## config.mk

```make
export PLATFORM = sky130hd
export DESIGN_NAME = motor_power_guard_flat
export DESIGN_NICKNAME = d
export VERILOG_FILES = /design/src/rtl/mpg_pkg.sv /design/src/rtl/mpg_if.sv /design/src/rtl/mpg_cfg.sv /design/src/rtl/mpg_step.sv /design/src/rtl/motor_power_guard.sv /design/src/flat_wrapper.sv
export SDC_FILE = /design/constraint.sdc
export NUM_CORES = 1
export LEC_CHECK = 0
export BUFFER_PORTS_ARGS = -buffer_cell sky130_fd_sc_hd__buf_2
export CORE_MARGIN = 2
export CORE_UTILIZATION = 38
export DETAILED_ROUTE_END_ITERATION = 8
export GPL_ROUTABILITY_DRIVEN = 1
export HOLD_SLACK_MARGIN = 0.06
export PLACE_DENSITY = 0.61
export SYNTH_ARGS = -nofsm -noshare
export SYNTH_HDL_FRONTEND = slang
export SYNTH_SLANG_ARGS = --single-unit
```

## constraint.sdc

```tcl
create_clock -name clk -period 10.2 [get_ports clk]
set_input_delay 2.04 -clock clk [delete_from_list [all_inputs] [get_ports clk]]
set_output_delay 2.04 -clock clk [all_outputs]
set_load 0.02 [all_outputs]
```

## src/rtl/mpg_pkg.sv

```systemverilog
// Package for the motor power guard: widths, codes, item/result/state/config
// structs and the state encoding helper. No dependencies.
package mpg_pkg;

  localparam int POWER_BITS    = 16;
  localparam int SENSE_BITS    = 16;
  localparam int MAG_BITS      = 15;
  localparam int LIMIT_BITS    = 16;
  localparam int ELAPSED_BITS  = 16;
  localparam int COUNT_BITS    = 32;
  localparam int CMD_BITS      = 3;
  localparam int MODE_BITS     = 2;
  localparam int CAUSE_BITS    = 2;
  localparam int MASK_BITS     = 2;
  localparam int CFG_ADDR_BITS = 3;
  localparam int CFG_DATA_BITS = 16;

  // Signed working width for clamp, dead zone and negation: room for the
  // field, the zero-extended magnitudes and one negation.
  localparam int CALC_BITS = ((POWER_BITS > MAG_BITS + 1) ? POWER_BITS : MAG_BITS + 1) + 2;
  localparam int CMP_BITS  = (SENSE_BITS > LIMIT_BITS) ? SENSE_BITS : LIMIT_BITS;

  typedef enum logic [CMD_BITS-1:0] {
    CMD_SET_POWER = 3'd0,
    CMD_PROTECT   = 3'd1,
    CMD_TICK      = 3'd2,
    CMD_CLEAR     = 3'd3,
    CMD_FORCE     = 3'd4
  } cmd_t;

  typedef enum logic [2:0] {
    MODE_IDLE = 3'b001,
    MODE_RUN  = 3'b010,
    MODE_ERR  = 3'b100
  } mode_t;

  localparam logic [MODE_BITS-1:0]  MS_IDLE = 2'd0;
  localparam logic [MODE_BITS-1:0]  MS_RUN  = 2'd1;
  localparam logic [MODE_BITS-1:0]  MS_ERR  = 2'd2;

  localparam logic [CAUSE_BITS-1:0] CAUSE_NONE        = 2'd0;
  localparam logic [CAUSE_BITS-1:0] CAUSE_OVERCURRENT = 2'd1;
  localparam logic [CAUSE_BITS-1:0] CAUSE_OVERHEAT    = 2'd2;

  localparam logic DIR_FORWARD  = 1'b0;
  localparam logic DIR_BACKWARD = 1'b1;

  localparam logic [CFG_ADDR_BITS-1:0] REG_POWER_CEIL   = 3'd0;
  localparam logic [CFG_ADDR_BITS-1:0] REG_DEAD_BAND    = 3'd1;
  localparam logic [CFG_ADDR_BITS-1:0] REG_INVERT_DIR   = 3'd2;
  localparam logic [CFG_ADDR_BITS-1:0] REG_CURRENT_LIM  = 3'd3;
  localparam logic [CFG_ADDR_BITS-1:0] REG_TEMP_LIM     = 3'd4;
  localparam logic [CFG_ADDR_BITS-1:0] REG_PROTECT_MASK = 3'd5;

  localparam logic [MAG_BITS-1:0]   RST_POWER_CEIL   = 15'd32767;
  localparam logic [MAG_BITS-1:0]   RST_DEAD_BAND    = 15'd0;
  localparam logic [LIMIT_BITS-1:0] RST_CURRENT_LIM  = 16'd3000;
  localparam logic [LIMIT_BITS-1:0] RST_TEMP_LIM     = 16'd80;
  localparam logic [MASK_BITS-1:0]  RST_PROTECT_MASK = 2'd3;

  typedef struct packed {
    logic [CMD_BITS-1:0]          cmd;
    logic signed [POWER_BITS-1:0] power_cmd;
    logic [SENSE_BITS-1:0]        current_sample;
    logic [SENSE_BITS-1:0]        temperature_sample;
    logic [ELAPSED_BITS-1:0]      elapsed_ms;
    logic [MODE_BITS-1:0]         forced_state;
  } item_t;

  typedef struct packed {
    logic [MAG_BITS-1:0]   power_ceil;
    logic [MAG_BITS-1:0]   dead_band;
    logic                  invert_dir;
    logic [LIMIT_BITS-1:0] current_limit;
    logic [LIMIT_BITS-1:0] temperature_limit;
    logic [MASK_BITS-1:0]  protect_mask;
  } cfg_t;

  typedef struct packed {
    mode_t                        mode;
    logic                         dir;
    logic signed [POWER_BITS-1:0] power;
    logic [CAUSE_BITS-1:0]        cause;
    logic [COUNT_BITS-1:0]        run_time;
    logic [COUNT_BITS-1:0]        starts;
    logic [COUNT_BITS-1:0]        trips;
  } state_t;

  typedef struct packed {
    logic                         status;
    logic [MODE_BITS-1:0]         motor_state;
    logic                         direction;
    logic signed [POWER_BITS-1:0] applied_power;
    logic [CAUSE_BITS-1:0]        error_cause;
    logic [COUNT_BITS-1:0]        run_time;
    logic [COUNT_BITS-1:0]        start_count;
    logic [COUNT_BITS-1:0]        trip_count;
  } result_t;

  function automatic logic [MODE_BITS-1:0] mode_code(mode_t m);
    logic [MODE_BITS-1:0] c;
    case (m)
      MODE_RUN: c = MS_RUN;
      MODE_ERR: c = MS_ERR;
      default:  c = MS_IDLE;
    endcase
    return c;
  endfunction

endpackage

```

## src/rtl/mpg_if.sv

```systemverilog
// Valid/ready channel interfaces for the motor power guard items and results.
// Depends on mpg_pkg.
interface mpg_in_if;
  import mpg_pkg::*;

  logic                         valid;
  logic                         ready;
  logic [CMD_BITS-1:0]          cmd;
  logic signed [POWER_BITS-1:0] power_cmd;
  logic [SENSE_BITS-1:0]        current_sample;
  logic [SENSE_BITS-1:0]        temperature_sample;
  logic [ELAPSED_BITS-1:0]      elapsed_ms;
  logic [MODE_BITS-1:0]         forced_state;

  modport source (output valid, cmd, power_cmd, current_sample, temperature_sample,
                  elapsed_ms, forced_state, input ready);
  modport sink   (input valid, cmd, power_cmd, current_sample, temperature_sample,
                  elapsed_ms, forced_state, output ready);
endinterface

interface mpg_out_if;
  import mpg_pkg::*;

  logic                         valid;
  logic                         ready;
  logic                         status;
  logic [MODE_BITS-1:0]         motor_state;
  logic                         direction;
  logic signed [POWER_BITS-1:0] applied_power;
  logic [CAUSE_BITS-1:0]        error_cause;
  logic [COUNT_BITS-1:0]        run_time;
  logic [COUNT_BITS-1:0]        start_count;
  logic [COUNT_BITS-1:0]        trip_count;

  modport source (output valid, status, motor_state, direction, applied_power, error_cause,
                  run_time, start_count, trip_count, input ready);
  modport sink   (input valid, status, motor_state, direction, applied_power, error_cause,
                  run_time, start_count, trip_count, output ready);
endinterface

```

## src/rtl/mpg_cfg.sv

```systemverilog
// Configuration register file of the motor power guard (write only).
// Depends on mpg_pkg.
module mpg_cfg (
  input  logic                               clk,
  input  logic                               rst_n,
  input  logic                               we,
  input  logic [mpg_pkg::CFG_ADDR_BITS-1:0]  addr,
  input  logic [mpg_pkg::CFG_DATA_BITS-1:0]  wdata,
  output mpg_pkg::cfg_t                      cfg
);
  import mpg_pkg::*;

  cfg_t cfg_r;

  always_ff @(posedge clk) begin
    if (!rst_n) begin
      cfg_r.power_ceil        <= RST_POWER_CEIL;
      cfg_r.dead_band         <= RST_DEAD_BAND;
      cfg_r.invert_dir        <= 1'b0;
      cfg_r.current_limit     <= RST_CURRENT_LIM;
      cfg_r.temperature_limit <= RST_TEMP_LIM;
      cfg_r.protect_mask      <= RST_PROTECT_MASK;
    end else if (we) begin
      case (addr)
        REG_POWER_CEIL:   cfg_r.power_ceil        <= wdata[MAG_BITS-1:0];
        REG_DEAD_BAND:    cfg_r.dead_band         <= wdata[MAG_BITS-1:0];
        REG_INVERT_DIR:   cfg_r.invert_dir        <= wdata[0];
        REG_CURRENT_LIM:  cfg_r.current_limit     <= wdata[LIMIT_BITS-1:0];
        REG_TEMP_LIM:     cfg_r.temperature_limit <= wdata[LIMIT_BITS-1:0];
        REG_PROTECT_MASK: cfg_r.protect_mask      <= wdata[MASK_BITS-1:0];
        default:          ;
      endcase
    end
  end

  assign cfg = cfg_r;

endmodule

```

## src/rtl/mpg_step.sv

```systemverilog
// Combinational command step: next guard state and the result for one item.
// Depends on mpg_pkg.
module mpg_step (
  input  mpg_pkg::item_t   item,
  input  mpg_pkg::cfg_t    cfg,
  input  mpg_pkg::state_t  st,
  output mpg_pkg::state_t  st_nxt,
  output mpg_pkg::result_t res
);
  import mpg_pkg::*;

  logic signed [CALC_BITS-1:0] p_in;
  logic signed [CALC_BITS-1:0] mx;
  logic signed [CALC_BITS-1:0] mn;
  logic signed [CALC_BITS-1:0] top;
  logic signed [CALC_BITS-1:0] p_clamp;
  logic signed [CALC_BITS-1:0] p_dz;
  logic signed [CALC_BITS-1:0] p_inv;
  logic signed [CALC_BITS-1:0] p_out;
  logic [CMP_BITS-1:0]         cur;
  logic [CMP_BITS-1:0]         temp;
  logic [CMP_BITS-1:0]         cur_lim;
  logic [CMP_BITS-1:0]         temp_lim;
  logic                        trip_oc;
  logic                        trip_oh;

  assign p_in = CALC_BITS'(item.power_cmd);
  assign mx   = signed'(CALC_BITS'(cfg.power_ceil));
  assign mn   = signed'(CALC_BITS'(cfg.dead_band));
  assign top  = signed'(CALC_BITS'({(POWER_BITS-1){1'b1}}));

  // clamp, dead zone, optional inversion, then saturate on the positive side
  assign p_clamp = (p_in > mx) ? mx : ((p_in < -mx) ? -mx : p_in);
  assign p_dz    = ((p_clamp > -mn) && (p_clamp < mn)) ? '0 : p_clamp;
  assign p_inv   = cfg.invert_dir ? -p_dz : p_dz;
  assign p_out   = (p_inv > top) ? top : p_inv;

  assign cur      = CMP_BITS'(item.current_sample);
  assign temp     = CMP_BITS'(item.temperature_sample);
  assign cur_lim  = CMP_BITS'(cfg.current_limit);
  assign temp_lim = CMP_BITS'(cfg.temperature_limit);
  assign trip_oc  = cfg.protect_mask[0] && (cur > cur_lim);
  assign trip_oh  = cfg.protect_mask[1] && (temp > temp_lim);

  always_comb begin
    st_nxt     = st;
    res.status = 1'b0;
    case (item.cmd)
      CMD_SET_POWER: begin
        st_nxt.power = p_out[POWER_BITS-1:0];
        if (p_out > 0) begin
          st_nxt.dir = DIR_FORWARD;
        end else if (p_out < 0) begin
          st_nxt.dir = DIR_BACKWARD;
        end
        if (p_out != 0) begin
          if (st.mode != MODE_RUN) begin
            st_nxt.starts = st.starts + COUNT_BITS'(1);
          end
          st_nxt.mode = MODE_RUN;
        end else begin
          st_nxt.mode = MODE_IDLE;
        end
      end
      CMD_PROTECT: begin
        if (trip_oc || trip_oh) begin
          st_nxt.cause = trip_oc ? CAUSE_OVERCURRENT : CAUSE_OVERHEAT;
          st_nxt.mode  = MODE_ERR;
          st_nxt.trips = st.trips + COUNT_BITS'(1);
          res.status   = 1'b1;
        end
      end
      CMD_TICK: begin
        if (st.mode == MODE_RUN) begin
          st_nxt.run_time = st.run_time + COUNT_BITS'(item.elapsed_ms);
        end
      end
      CMD_CLEAR: begin
        st_nxt.cause = CAUSE_NONE;
        if (st.mode == MODE_ERR) begin
          st_nxt.mode = MODE_IDLE;
        end
      end
      CMD_FORCE: begin
        case (item.forced_state)
          MS_IDLE: st_nxt.mode = MODE_IDLE;
          MS_RUN:  st_nxt.mode = MODE_RUN;
          MS_ERR:  st_nxt.mode = MODE_ERR;
          default: ;
        endcase
      end
      default: ;
    endcase

    res.motor_state   = mode_code(st_nxt.mode);
    res.direction     = st_nxt.dir;
    res.applied_power = st_nxt.power;
    res.error_cause   = st_nxt.cause;
    res.run_time      = st_nxt.run_time;
    res.start_count   = st_nxt.starts;
    res.trip_count    = st_nxt.trips;
  end

endmodule

```

## src/rtl/motor_power_guard.sv

```systemverilog
// Motor power guard top level: input item register, command step, state and
// result registers. Depends on mpg_pkg, mpg_if, mpg_cfg and mpg_step.
//
//   port     dir    handshake        carries
//   in_ch    sink   valid/ready      one command item
//   out_ch   source valid/ready      status, state and statistics per item
//   cfg_*    in     cfg_we only      register index and write data
//
// Flow: one item per clock sustained while the output is not stalled; an
//   accepted item moves from the input register through one pass of the step
//   logic into the result register together with the guard state, and the
//   result is presented there until it is taken.
// Reset: synchronous, active low; clears the guard state, the configuration
//   registers and both valid flags.
// Stalls: a held result stalls the input register, which still takes one
//   more item; the input side sees ready drop only when both are full.
module motor_power_guard (
  input  logic                               clk,
  input  logic                               rst_n,
  mpg_in_if.sink                             in_ch,
  mpg_out_if.source                          out_ch,
  input  logic                               cfg_we,
  input  logic [mpg_pkg::CFG_ADDR_BITS-1:0]  cfg_addr,
  input  logic [mpg_pkg::CFG_DATA_BITS-1:0]  cfg_wdata
);
  import mpg_pkg::*;

  cfg_t    cfg;
  item_t   item_r;
  logic    s1_valid_r;
  logic    s1_valid_nxt;
  logic    out_valid_r;
  logic    out_valid_nxt;
  result_t res_r;
  result_t res_nxt;
  state_t  st_r;
  state_t  st_nxt;
  logic    s1_go;
  logic    in_fire;
  logic    s1_fire;

  mpg_cfg u_cfg (
    .clk   (clk),
    .rst_n (rst_n),
    .we    (cfg_we),
    .addr  (cfg_addr),
    .wdata (cfg_wdata),
    .cfg   (cfg)
  );

  mpg_step u_step (
    .item   (item_r),
    .cfg    (cfg),
    .st     (st_r),
    .st_nxt (st_nxt),
    .res    (res_nxt)
  );

  // advance the input register when the result slot is free or draining
  assign s1_go       = !out_valid_r || out_ch.ready;
  assign in_ch.ready = !s1_valid_r || s1_go;
  assign in_fire     = in_ch.valid && in_ch.ready;
  assign s1_fire     = s1_valid_r && s1_go;

  assign s1_valid_nxt  = in_fire || (s1_valid_r && !s1_go);
  assign out_valid_nxt = s1_fire || (out_valid_r && !out_ch.ready);

  always_ff @(posedge clk) begin
    if (!rst_n) begin
      s1_valid_r  <= 1'b0;
      out_valid_r <= 1'b0;
    end else begin
      s1_valid_r  <= s1_valid_nxt;
      out_valid_r <= out_valid_nxt;
    end
  end

  // capture the item payload
  always_ff @(posedge clk) begin
    if (in_fire) begin
      item_r.cmd                <= in_ch.cmd;
      item_r.power_cmd          <= in_ch.power_cmd;
      item_r.current_sample     <= in_ch.current_sample;
      item_r.temperature_sample <= in_ch.temperature_sample;
      item_r.elapsed_ms         <= in_ch.elapsed_ms;
      item_r.forced_state       <= in_ch.forced_state;
    end
  end

  // commit guard state when the item leaves the input register
  always_ff @(posedge clk) begin
    if (!rst_n) begin
      st_r.mode     <= MODE_IDLE;
      st_r.dir      <= DIR_FORWARD;
      st_r.power    <= '0;
      st_r.cause    <= CAUSE_NONE;
      st_r.run_time <= '0;
      st_r.starts   <= '0;
      st_r.trips    <= '0;
    end else if (s1_fire) begin
      st_r <= st_nxt;
    end
  end

  // hold the result until taken
  always_ff @(posedge clk) begin
    if (s1_fire) begin
      res_r <= res_nxt;
    end
  end

  assign out_ch.valid         = out_valid_r;
  assign out_ch.status        = res_r.status;
  assign out_ch.motor_state   = res_r.motor_state;
  assign out_ch.direction     = res_r.direction;
  assign out_ch.applied_power = res_r.applied_power;
  assign out_ch.error_cause   = res_r.error_cause;
  assign out_ch.run_time      = res_r.run_time;
  assign out_ch.start_count   = res_r.start_count;
  assign out_ch.trip_count    = res_r.trip_count;

  // a tripping result and a trip count step go together
  a_trip_count: assert property (@(posedge clk) disable iff (!rst_n)
    s1_fire |=> ((res_r.status == 1'b1) == (st_r.trips == $past(st_r.trips) + COUNT_BITS'(1))))
    else $error("trip counter out of step with status");

  // a start is counted only on a result that reports running
  a_start_run: assert property (@(posedge clk) disable iff (!rst_n)
    s1_fire |=> ((st_r.starts == $past(st_r.starts)) || (res_r.motor_state == MS_RUN)))
    else $error("start counted without running state");

  // statistics hold while no item is processed
  a_stats_hold: assert property (@(posedge clk) disable iff (!rst_n)
    !s1_fire |=> ($stable(st_r.trips) && $stable(st_r.starts) && $stable(st_r.run_time)))
    else $error("statistics moved without an item");

  // an empty result register never blocks the input
  a_ready_free: assert property (@(posedge clk) disable iff (!rst_n)
    !out_valid_r |-> in_ch.ready)
    else $error("input stalled with empty result register");

endmodule
```

## src/flat_wrapper.sv

```systemverilog
// flat-port wrapper written by rule: the top's interface ports become plain ports
module motor_power_guard_flat import mpg_pkg::*;
  (clk, rst_n, cfg_we, cfg_addr, cfg_wdata, in_ch_valid, in_ch_cmd, in_ch_power_cmd, in_ch_current_sample, in_ch_temperature_sample, in_ch_elapsed_ms, in_ch_forced_state, in_ch_ready, out_ch_valid, out_ch_status, out_ch_motor_state, out_ch_direction, out_ch_applied_power, out_ch_error_cause, out_ch_run_time, out_ch_start_count, out_ch_trip_count, out_ch_ready);
  mpg_in_if in_ch_i ();
  mpg_out_if out_ch_i ();
  input  logic clk;
  input  logic rst_n;
  input  logic cfg_we;
  input  logic [mpg_pkg::CFG_ADDR_BITS-1:0] cfg_addr;
  input  logic [mpg_pkg::CFG_DATA_BITS-1:0] cfg_wdata;
  input wire logic [$bits(in_ch_i.valid)-1:0] in_ch_valid;
  input wire logic [$bits(in_ch_i.cmd)-1:0] in_ch_cmd;
  input wire logic [$bits(in_ch_i.power_cmd)-1:0] in_ch_power_cmd;
  input wire logic [$bits(in_ch_i.current_sample)-1:0] in_ch_current_sample;
  input wire logic [$bits(in_ch_i.temperature_sample)-1:0] in_ch_temperature_sample;
  input wire logic [$bits(in_ch_i.elapsed_ms)-1:0] in_ch_elapsed_ms;
  input wire logic [$bits(in_ch_i.forced_state)-1:0] in_ch_forced_state;
  output wire logic [$bits(in_ch_i.ready)-1:0] in_ch_ready;
  output wire logic [$bits(out_ch_i.valid)-1:0] out_ch_valid;
  output wire logic [$bits(out_ch_i.status)-1:0] out_ch_status;
  output wire logic [$bits(out_ch_i.motor_state)-1:0] out_ch_motor_state;
  output wire logic [$bits(out_ch_i.direction)-1:0] out_ch_direction;
  output wire logic [$bits(out_ch_i.applied_power)-1:0] out_ch_applied_power;
  output wire logic [$bits(out_ch_i.error_cause)-1:0] out_ch_error_cause;
  output wire logic [$bits(out_ch_i.run_time)-1:0] out_ch_run_time;
  output wire logic [$bits(out_ch_i.start_count)-1:0] out_ch_start_count;
  output wire logic [$bits(out_ch_i.trip_count)-1:0] out_ch_trip_count;
  input wire logic [$bits(out_ch_i.ready)-1:0] out_ch_ready;
  assign in_ch_i.valid = in_ch_valid;
  assign in_ch_i.cmd = in_ch_cmd;
  assign in_ch_i.power_cmd = in_ch_power_cmd;
  assign in_ch_i.current_sample = in_ch_current_sample;
  assign in_ch_i.temperature_sample = in_ch_temperature_sample;
  assign in_ch_i.elapsed_ms = in_ch_elapsed_ms;
  assign in_ch_i.forced_state = in_ch_forced_state;
  assign in_ch_ready = in_ch_i.ready;
  assign out_ch_valid = out_ch_i.valid;
  assign out_ch_status = out_ch_i.status;
  assign out_ch_motor_state = out_ch_i.motor_state;
  assign out_ch_direction = out_ch_i.direction;
  assign out_ch_applied_power = out_ch_i.applied_power;
  assign out_ch_error_cause = out_ch_i.error_cause;
  assign out_ch_run_time = out_ch_i.run_time;
  assign out_ch_start_count = out_ch_i.start_count;
  assign out_ch_trip_count = out_ch_i.trip_count;
  assign out_ch_i.ready = out_ch_ready;
  motor_power_guard u_core (.clk(clk), .rst_n(rst_n), .in_ch(in_ch_i), .out_ch(out_ch_i), .cfg_we(cfg_we), .cfg_addr(cfg_addr), .cfg_wdata(cfg_wdata));
endmodule
```

==> results.yml, run 1 <==
outcome:
  status: "finished, final reports clean"
logic_synthesis:
  yosys-top-cells-count: "289 x nand2_1, 187 x edfxtp_1, 185 x dfxtp_1"
  postSynthCellCount: 2092
  synth_nets: 2298
  ys_async_sr_fraction: 0
  yosysWarnings: 0
  synth_flop_cell: "edfxtp_1"
  synth_top_area_frac: 0.285
  ys_ff_latch: 372
  synth_top_area_cell: "edfxtp_1"
  synth.distinct_cells: 87
  synth_seq_area_share: 0.472
  synth_area_leaders: "edfxtp_1 28%, dfxtp_1 19%, ha_1 7.1%, nand2_1 5.5%, a21oi_1 4.1%"
  synth.most_common_cell: "nand2_1"
  synth_edf_count: 187
  netlist_area_um2: 19700
  syn_avg_cell_area_um2: 9.43
die:
  ios: 213
  start_util: 0.385
  dieArea_um2: 53800
  core_area_um2: 51300
  die_w_um: 232
  die_h_um: 232
  std_cell_rows: 83
critical_path:
  critPathKind: "reg -> reg"
  start_kind: "flop"
  reg2reg_depth: 36
  critPathMaxStageDelay_ps: 640
  reg2reg_from: "u_core.u_cfg.cfg[51]"
  critical_path_required_ps: 10510
  slowest_stage: "or3_1"
  crit_fanout: 12
  rrSetupSlack_ps: 660
  critPathMostFrequentCell: "ha_1"
  r2r_end: "u_core.out_ch.start_count[1]"
  cp-end-kind: "flop"
  cp.arrival_ps: 9860
power:
  peakVddDrop_v: 0.000118
  p_sw_mw: 0.994
  power_mw: 3.66
  powerDensity_nw_per_um2: 160
  p_sw_frac: 0.272
  p_seq_frac: 0.452
  intPower_mw: 2.66
  power_frac_comb: 0.142
  leakagePower_nw: 8.74
  p_clk_frac: 0.407
placed_design:
  gp_congestion: 0.911
  numPortBuffers: 212
  dp_hpwl_um: 36900
detailed_routing:
  drc: 0
  vias: 15900
  route.antenna.remaining_nets: 0
  drtPass1Iterations: 5
  viasPerCell: 5.31
  wl_per_cell_um: 17.2
  wirelength_um: 51300
  drt_iter0_drc: 1095
grt:
  gr-max-usage-layer: "met2"
  grt_max_degree: 100
  met1_usage: 0.258
  grt_antenna_before_repair: 1
  use_met2: 0.306
  grt_pass1_vias: 15200
  gr-total-overflow: 0
  grtUsageMet3: 0.0264
  grtUsageTotal: 0.188
  grt_pass1_wl_um: 81500
clocking:
  cts_htree_levels: 2
  cts_resized: 0
  cts_inserted_buffers: 43
  cts_tree: "built"
  post_cts_buffers: 0
  clk_latency_ps: 570
  clock_sinks: 372
  holdBufCountCts: 0
  root_buffer: "clkbuf_16"
  clkTransAtPathRegs_ps: 60
  clock_path_buffers: 3
sta:
  worst_pin_slew_ps: 1090
  slew_violations: 0
  slew_headroom: 0.271
  setup-violations-final: 0
  period_minus_slack_ps: 9540
  finalHoldViolations: 0
  min_period_over_period: 0.936
  clock.fmax_mhz: 105
  fin_worst_skew_ps: 23.9
  rsz0062_at_grt: "false"
  fin_setup_tns_ps: 0
cells_and_area:
  drive_gt1_frac: 0.154
  area_delta_synth_final_pct: 15.7
  multi_input_area_um2: 9610
  final_nets: 2480
  seq_area_um2: 9320
  nFillCells: 4945
hold_path:
  hold_path_class: "reg -> reg"
  hold_end: "u_core.st_r[97]"
  min_from: "u_core.st_r[97]"
  hold_path_depth: 2
flow_run:
  drv_cap: 0
## logic make-up after synthesis
group,Yosys count,synth area share
buffers and inverters,212,0.0435
adder cells (fa/ha/maj),113,0.0720
XOR/XNOR,149,0.0661
AO/OA/AOI/OAI,452,0.147
AND/OR/NAND/NOR,780,0.192
flip-flops,372,0.472
multiplexers,14,0.00735
## stage by stage
stage | area (µm²) | cells | utilization | hold WS, ps | setup WS [ps]
floorplan | 19700 | 2092 | - | 436 | 929
global placement | 21400 | 2909 | 0.418 | 443 | 617
detailed placement | 21400 | 2909 | 0.418 | 449 | 368
CTS | 22800 | 2988 | 0.444 | 456 | 317
global route | 22800 | 2989 | 0.445 | 477 | 34.3
finish | 22800 | 2989 | 0.445 | 456 | 658
## power groups by stage
stage,clock network (mW),logic [mW],registers (mW)
floorplan,0,0.332,1.70
global placement,0,0.510,1.68
detailed placement,0,0.515,1.68
CTS,1.53,0.517,1.65
global route,1.59,0.571,1.66
finish,1.49,0.518,1.65
## worst max-delay path: cells and delay by family, from the launching register on
| family | cells | cell delay (ps) |
|---|---|---|
| muxes | 1 | 340 |
| and+or+nand+nor | 16 | 4060 |
| DFF | 1 | 330 |
| adders and majority gates | 4 | 890 |
| AOI/OAI and AO/OA | 11 | 3030 |
| buffers and inverters | 4 | 650 |
## sequential cells by signal, summed over array words and instances, names as in the netlist
register	cells
u_core.st_r	118
u_core.out_ch.direction	1
u_core.out_ch.run_time	32
u_core.out_ch.applied_power	16
u_core.item_r	69
u_core.out_ch.motor_state	2
u_core.s1_valid_r	1
u_core.out_ch.start_count	32
u_core.u_cfg.cfg	65
u_core.out_ch.trip_count	32
u_core.out_ch.error_cause	2
u_core.out_ch.valid	1
u_core.out_ch.status	1
## worst max path at each step
stage                               from                            to  slack (ps)
CTS                 u_core.u_cfg.cfg[51]  u_core.out_ch.start_count[1]         320
global placement    u_core.u_cfg.cfg[51]  u_core.out_ch.start_count[1]         620
detailed placement  u_core.u_cfg.cfg[51]  u_core.out_ch.start_count[1]         370
floorplan           u_core.u_cfg.cfg[51]  u_core.out_ch.start_count[1]         930
global route        u_core.u_cfg.cfg[51]  u_core.out_ch.start_count[1]          30
finish              u_core.u_cfg.cfg[51]  u_core.out_ch.start_count[1]         660
## routing by layer
layer	up-vias	share of wire	wire length (µm)
met5	-	0	0
met4	0	0.023	1160
met3	75	0.053	2740
met2	447	0.46	23700
met1	7490	0.46	23700
li1	7860	-	-
## area by class of cell
type	count	area share
antenna	1	0.000110
inverter	113	0.0189
tap	680	0.0373
multi-input combinational	1508	0.421
sequential	372	0.408
clock buffer	58	0.0514
timing repair buffer	236	0.0549
clock inverter	21	0.00828
## placed cells by master (no fill, tap or decap), types with 8 or more instances in the layout
master / count
buf_4: 23
nand3_2: 10
o31ai_1: 24
clkbuf_16: 43
o21ai_0: 77
o21a_1: 23
a21o_1: 25
xor2_1: 65
or3_1: 35
xnor2_1: 84
edfxtp_1: 187
a21oi_1: 161
o211ai_1: 29
nor4_1: 12
a211oi_1: 15
nor2_1: 161
or4_1: 16
nor2b_1: 10
nor3_1: 51
clkbuf_1: 11
o311ai_1: 8
buf_2: 212
nand3_1: 67
inv_1: 108
and3_1: 32
o21ai_1: 8
dfxtp_1: 185
and2_1: 16
nand2_1: 289
ha_1: 112
nand4_1: 35
a21boi_0: 8
mux2i_1: 10
Note: power is estimated with default switching activity, not from simulation.
==> run 2: changes to the inputs <==
--- a/config.mk
+++ b/config.mk
@@ -6,12 +6,14 @@
 export NUM_CORES = 1
 export LEC_CHECK = 0
 export BUFFER_PORTS_ARGS = -buffer_cell sky130_fd_sc_hd__buf_2
+export CELL_PAD_IN_SITES_DETAIL_PLACEMENT = 1
+export CELL_PAD_IN_SITES_GLOBAL_PLACEMENT = 2
 export CORE_MARGIN = 2
-export CORE_UTILIZATION = 38
+export CORE_UTILIZATION = 37
 export DETAILED_ROUTE_END_ITERATION = 8
 export GPL_ROUTABILITY_DRIVEN = 1
 export HOLD_SLACK_MARGIN = 0.06
-export PLACE_DENSITY = 0.61
+export PLACE_DENSITY = 0.85
 export SYNTH_ARGS = -nofsm -noshare
 export SYNTH_HDL_FRONTEND = slang
 export SYNTH_SLANG_ARGS = --single-unit
==> results.yml, run 2 (same netlist as run 1, synthesis figures left out) <==
critical_path:
  crit_fanout: 15
  critPathKind: "reg -> reg"
  critical_path_required_ps: 10520
  critPathMostFrequentCell: "ha_1"
  critPathMaxStageDelay_ps: 550
  slowest_stage: "or4b_1"
  cp.arrival_ps: 9960
  start_kind: "flop"
  cp-end-kind: "flop"
detailed_routing:
  drc: 0
  drt_iter0_drc: 773
  viasPerCell: 5.36
  drtPass1Iterations: 5
  route.antenna.remaining_nets: 0
  wl_per_cell_um: 19.3
  vias: 16100
  wirelength_um: 58000
placed_design:
  dp_slack_ps: 330
  numPortBuffers: 212
  gp_congestion: 0.875
  dp_hpwl_um: 42000
power:
  powerDensity_nw_per_um2: 166
  leakagePower_nw: 8.83
  peakVddDrop_v: 0.000141
grt:
  grtUsageMet3: 0.0340
  met1_usage: 0.270
  gr-total-overflow: 0
  grt_pass1_wl_um: 93000
  grt_max_degree: 88
  grtUsageTotal: 0.208
  gr-max-usage-layer: "met2"
  use_met2: 0.355
  grt_antenna_before_repair: 0
  grt_pass1_vias: 16900
clocking:
  clk_latency_ps: 590
  clock_path_buffers: 3
  root_buffer: "clkbuf_16"
  clkTransAtPathRegs_ps: 60
  clock_sinks: 372
  cts_htree_levels: 2
  cts_tree: "built"
  holdBufCountCts: 0
  cts_inserted_buffers: 45
sta:
  fin_hold_ws_ps: 455
  clock.fmax_mhz: 104
  setup-violations-final: 0
  worst_pin_slew_ps: 1180
  worst_slack_ps: 559
  finalHoldViolations: 0
  slew_violations: 0
  fin_worst_skew_ps: 25.8
  slew_headroom: 0.214
  period_minus_slack_ps: 9640
  min_period_over_period: 0.945
die:
  die_h_um: 235
  ios: 213
  start_util: 0.375
  core_area_um2: 52700
  dieArea_um2: 55200
  std_cell_rows: 84
  die_w_um: 235
flow_run:
  drv_cap: 0
cells_and_area:
  final_cell_mix: "289 x nand2_1, 212 x buf_2, 187 x edfxtp_1"
  final_nets: 2484
  largest_register: "u_core.st_r"
  drive_gt1_frac: 0.156
  diodes: 0
  largest_reg_flops: 118
  area_delta_synth_final_pct: 16.4
  final_common_cell: "nand2_1"
outcome:
  status: "finished, final reports clean"
hold_path:
  hold_path_class: "reg -> reg"
## run 2: per-layer routing
metal / vias to the layer above / wire, µm
li1: 7858 / -
met1: 7840 / 26400
met4: 0 / 1460
met5: - / 0
met3: 90 / 2280
met2: 303 / 27900
## run 2: final timing paths
check / start / to / slack, ps / cells after the start
max: u_core.u_cfg.cfg[51] / u_core.out_ch.start_count[1] / 560 / 33
min: u_core.u_cfg.cfg[19] / u_core.u_cfg.cfg[19] / 450 / 2
max reg2reg: u_core.u_cfg.cfg[51] / u_core.out_ch.start_count[1] / 560 / 33
min reg2reg: u_core.u_cfg.cfg[19] / u_core.u_cfg.cfg[19] / 450 / 2
## run 2: per-stage QoR
stage	utilization	area, µm²	std cells	power, mW	setup TNS [ps]
after floorplan	-	19700	2092	2.04	0
after global placement	0.407	21400	2917	2.20	0
after detailed placement	0.407	21400	2917	2.21	0
after CTS	0.436	22900	3001	3.86	0
after global routing	0.436	23000	3003	3.97	-41.1
final	0.436	23000	3003	3.81	0
## run 2: critical path: cells and delay by family, from the launching register on
family | cells | cell delay [ps]
multiplexers | 1 | 320
adder cells (fa/ha/maj) | 4 | 1150
AND/OR/NAND/NOR | 15 | 4240
flip-flops | 1 | 340
buffers and inverters | 3 | 610
AO/OA/AOI/OAI | 10 | 2700
## run 2: cell type report
type | instances | area, µm²
clock buffer | 65 | 1300
timing repair buffer | 238 | 1270
sequential | 372 | 9320
inverter | 113 | 432
clock inverter | 19 | 190
tap | 688 | 861
fill | 6019 | 29700
multi-input combinational | 1508 | 9600
## run 2: repair_timing
item | CTS | global route
endpoints found under the setup margin | 0 | 69
buffers inserted | 0 | 2
gates resized for setup | 0 | 7
## run 2: report_power, final
group / total (mW) / internal [mW] / switching (mW)
Clock: 1.62 / 0.966 / 0.656
Sequential: 1.65 / 1.62 / 0.0301
Combinational: 0.531 / 0.178 / 0.353
Total: 3.81 / 2.77 / 1.04
==> run 3: changes to the inputs <==
--- a/config.mk
+++ b/config.mk
@@ -11,9 +11,10 @@
 export CORE_MARGIN = 2
 export CORE_UTILIZATION = 37
 export DETAILED_ROUTE_END_ITERATION = 8
-export GPL_ROUTABILITY_DRIVEN = 1
+export GPL_ROUTABILITY_DRIVEN = 0
+export GPL_TIMING_DRIVEN = 0
 export HOLD_SLACK_MARGIN = 0.06
-export PLACE_DENSITY = 0.85
+export PLACE_DENSITY = 0.78
 export SYNTH_ARGS = -nofsm -noshare
 export SYNTH_HDL_FRONTEND = slang
 export SYNTH_SLANG_ARGS = --single-unit
==> results.yml, run 3 (same netlist as run 1, synthesis figures left out) <==
outcome:
  status: "finished, final reports clean"
placed_design:
  numPortBuffers: 211
  dp_cells: 2995
  dp_hpwl_um: 46300
cells_and_area:
  largest_reg_flops: 118
  nFillCells: 6054
  fin_cells: 3082
  largest_register: "u_core.st_r"
  fin_util: 0.444
  diodes: 0
  final_cell_mix: "289 x nand2_1, 216 x buf_2, 187 x edfxtp_1"
  drive_gt1_frac: 0.150
  final_common_cell: "nand2_1"
  final_nets: 2565
  area_delta_synth_final_pct: 18.4
detailed_routing:
  viasPerCell: 5.39
  wl_met2_um: 28900
  wl_met1_um: 27900
  dr_wl_met3_um: 2510
  wirelength_um: 60900
  vias: 16600
  wl_per_cell_um: 19.8
  top_layer_used: "met5"
  drc: 0
  drtPass1Iterations: 5
  drt_iter0_drc: 902
  route.antenna.remaining_nets: 0
power:
  p_sw_frac: 0.276
  intPower_mw: 2.76
  leakagePower_nw: 8.95
  p_clk_frac: 0.417
  p_seq_frac: 0.432
  power_frac_comb: 0.151
  peakVddDrop_v: 0.000105
  p_sw_mw: 1.06
  powerDensity_nw_per_um2: 163
sta:
  period_minus_slack_ps: 9660
  slew_headroom: 0.284
  finalHoldViolations: 0
  slew_violations: 0
  worst_pin_slew_ps: 1070
  clock.fmax_mhz: 103
  fin_setup_tns_ps: 0
  fin_worst_skew_ps: 15.7
  setup-violations-final: 0
  min_period_over_period: 0.947
die:
  die_h_um: 235
  start_util: 0.375
  std_cell_rows: 84
  ios: 213
  core_area_um2: 52700
  dieArea_um2: 55200
  die_w_um: 235
grt:
  grt_antenna_before_repair: 4
  grt_pass1_vias: 16900
  grt_max_degree: 51
  grtUsageTotal: 0.216
  grt_pass1_wl_um: 95700
  gr-total-overflow: 0
critical_path:
  cp_num_buf_inv: 6
  cp-end-kind: "flop"
  critPathMostFrequentCell: "nor2_1"
  cp.arrival_ps: 9990
  start_kind: "flop"
  cp_top_family: "simple AND/OR/NAND/NOR gates"
  crit_fanout: 10
  critical_path_required_ps: 10520
  critPathKind: "reg -> reg"
  slowest_stage: "or4b_4"
  critPathMaxStageDelay_ps: 520
clocking:
  clk_latency_ps: 590
  clock_path_buffers: 3
  root_buffer: "clkbuf_16"
  clkTransAtPathRegs_ps: 50
  holdBufCountCts: 0
  cts_tree: "built"
  clock_sinks: 372
  cts_htree_levels: 2
  cts_inserted_buffers: 44
flow_run:
  drv_cap: 0
hold_path:
  hold_path_class: "reg -> reg"
[run 3: cell types whose count changed in the layout (fill, tap and decap cells not counted), sizes merged]
cell	change
clkbuf	+74
inv	-4
bufinv	+1
clkinvlp	+2
clkinv	+6
[run 3: per-layer routing]
metal,global-route usage,up-vias
met2,0.364,338
li1,-,8020
met5,0,-
met1,0.287,8144
met4,0.0643,2
met3,0.0331,102
[run 3: area by class of cell]
cell class | count | area (µm²) | share of cell area
multi-input combinational | 1508 | 9660 | 0.414
tap | 688 | 861 | 0.0368
timing repair buffer | 222 | 1200 | 0.0512
buffer | 98 | 442 | 0.0189
inverter | 113 | 424 | 0.0182
clock buffer | 57 | 1210 | 0.0519
clock inverter | 24 | 249 | 0.0107
sequential | 372 | 9320 | 0.399
[run 3: path summary, 6_finish.rpt]
kind	startpoint	to	slack [ps]	cells after the start
min reg2reg	u_core.u_cfg.cfg[13]	u_core.u_cfg.cfg[13]	460	2
min	u_core.u_cfg.cfg[13]	u_core.u_cfg.cfg[13]	460	2
max	u_core.u_cfg.cfg[50]	u_core.out_ch.start_count[1]	540	41
max reg2reg	u_core.u_cfg.cfg[50]	u_core.out_ch.start_count[1]	540	41
[run 3: per-stage QoR]
step	worst slack, ps	instance area [µm²]	hold slack (ps)	total power, mW
final	538	23400	455	3.82
after global routing	-9.63	23400	481	3.99
after CTS	25.6	23300	458	3.85
after detailed placement	-1260	21700	450	2.23
after global placement	-1260	21700	445	2.22
after floorplan	929	19700	436	2.04
[run 3: power by group through the flow]
| stage | sequential (mW) | clock, mW | combinational (mW) |
|---|---|---|---|
| finish | 1.65 | 1.59 | 0.577 |
| global route | 1.65 | 1.70 | 0.634 |
| CTS | 1.65 | 1.64 | 0.563 |
| detailed placement | 1.68 | 0 | 0.552 |
| global placement | 1.69 | 0 | 0.535 |
| floorplan | 1.70 | 0 | 0.332 |
[run 3: repair_timing]
| action | in CTS | in global routing |
|---|---|---|
| setup buffers | 1 | 6 |
| gates resized for setup | 16 | 13 |
| pin swaps | 2 | 4 |
| setup endpoints to repair | 85 | 69 |
[run 3: tightest hold or removal path, cell delays in order, from the launching register on]
cell     delay, ps
dfxtp_1        300
nand2_1         50
a21oi_1         50
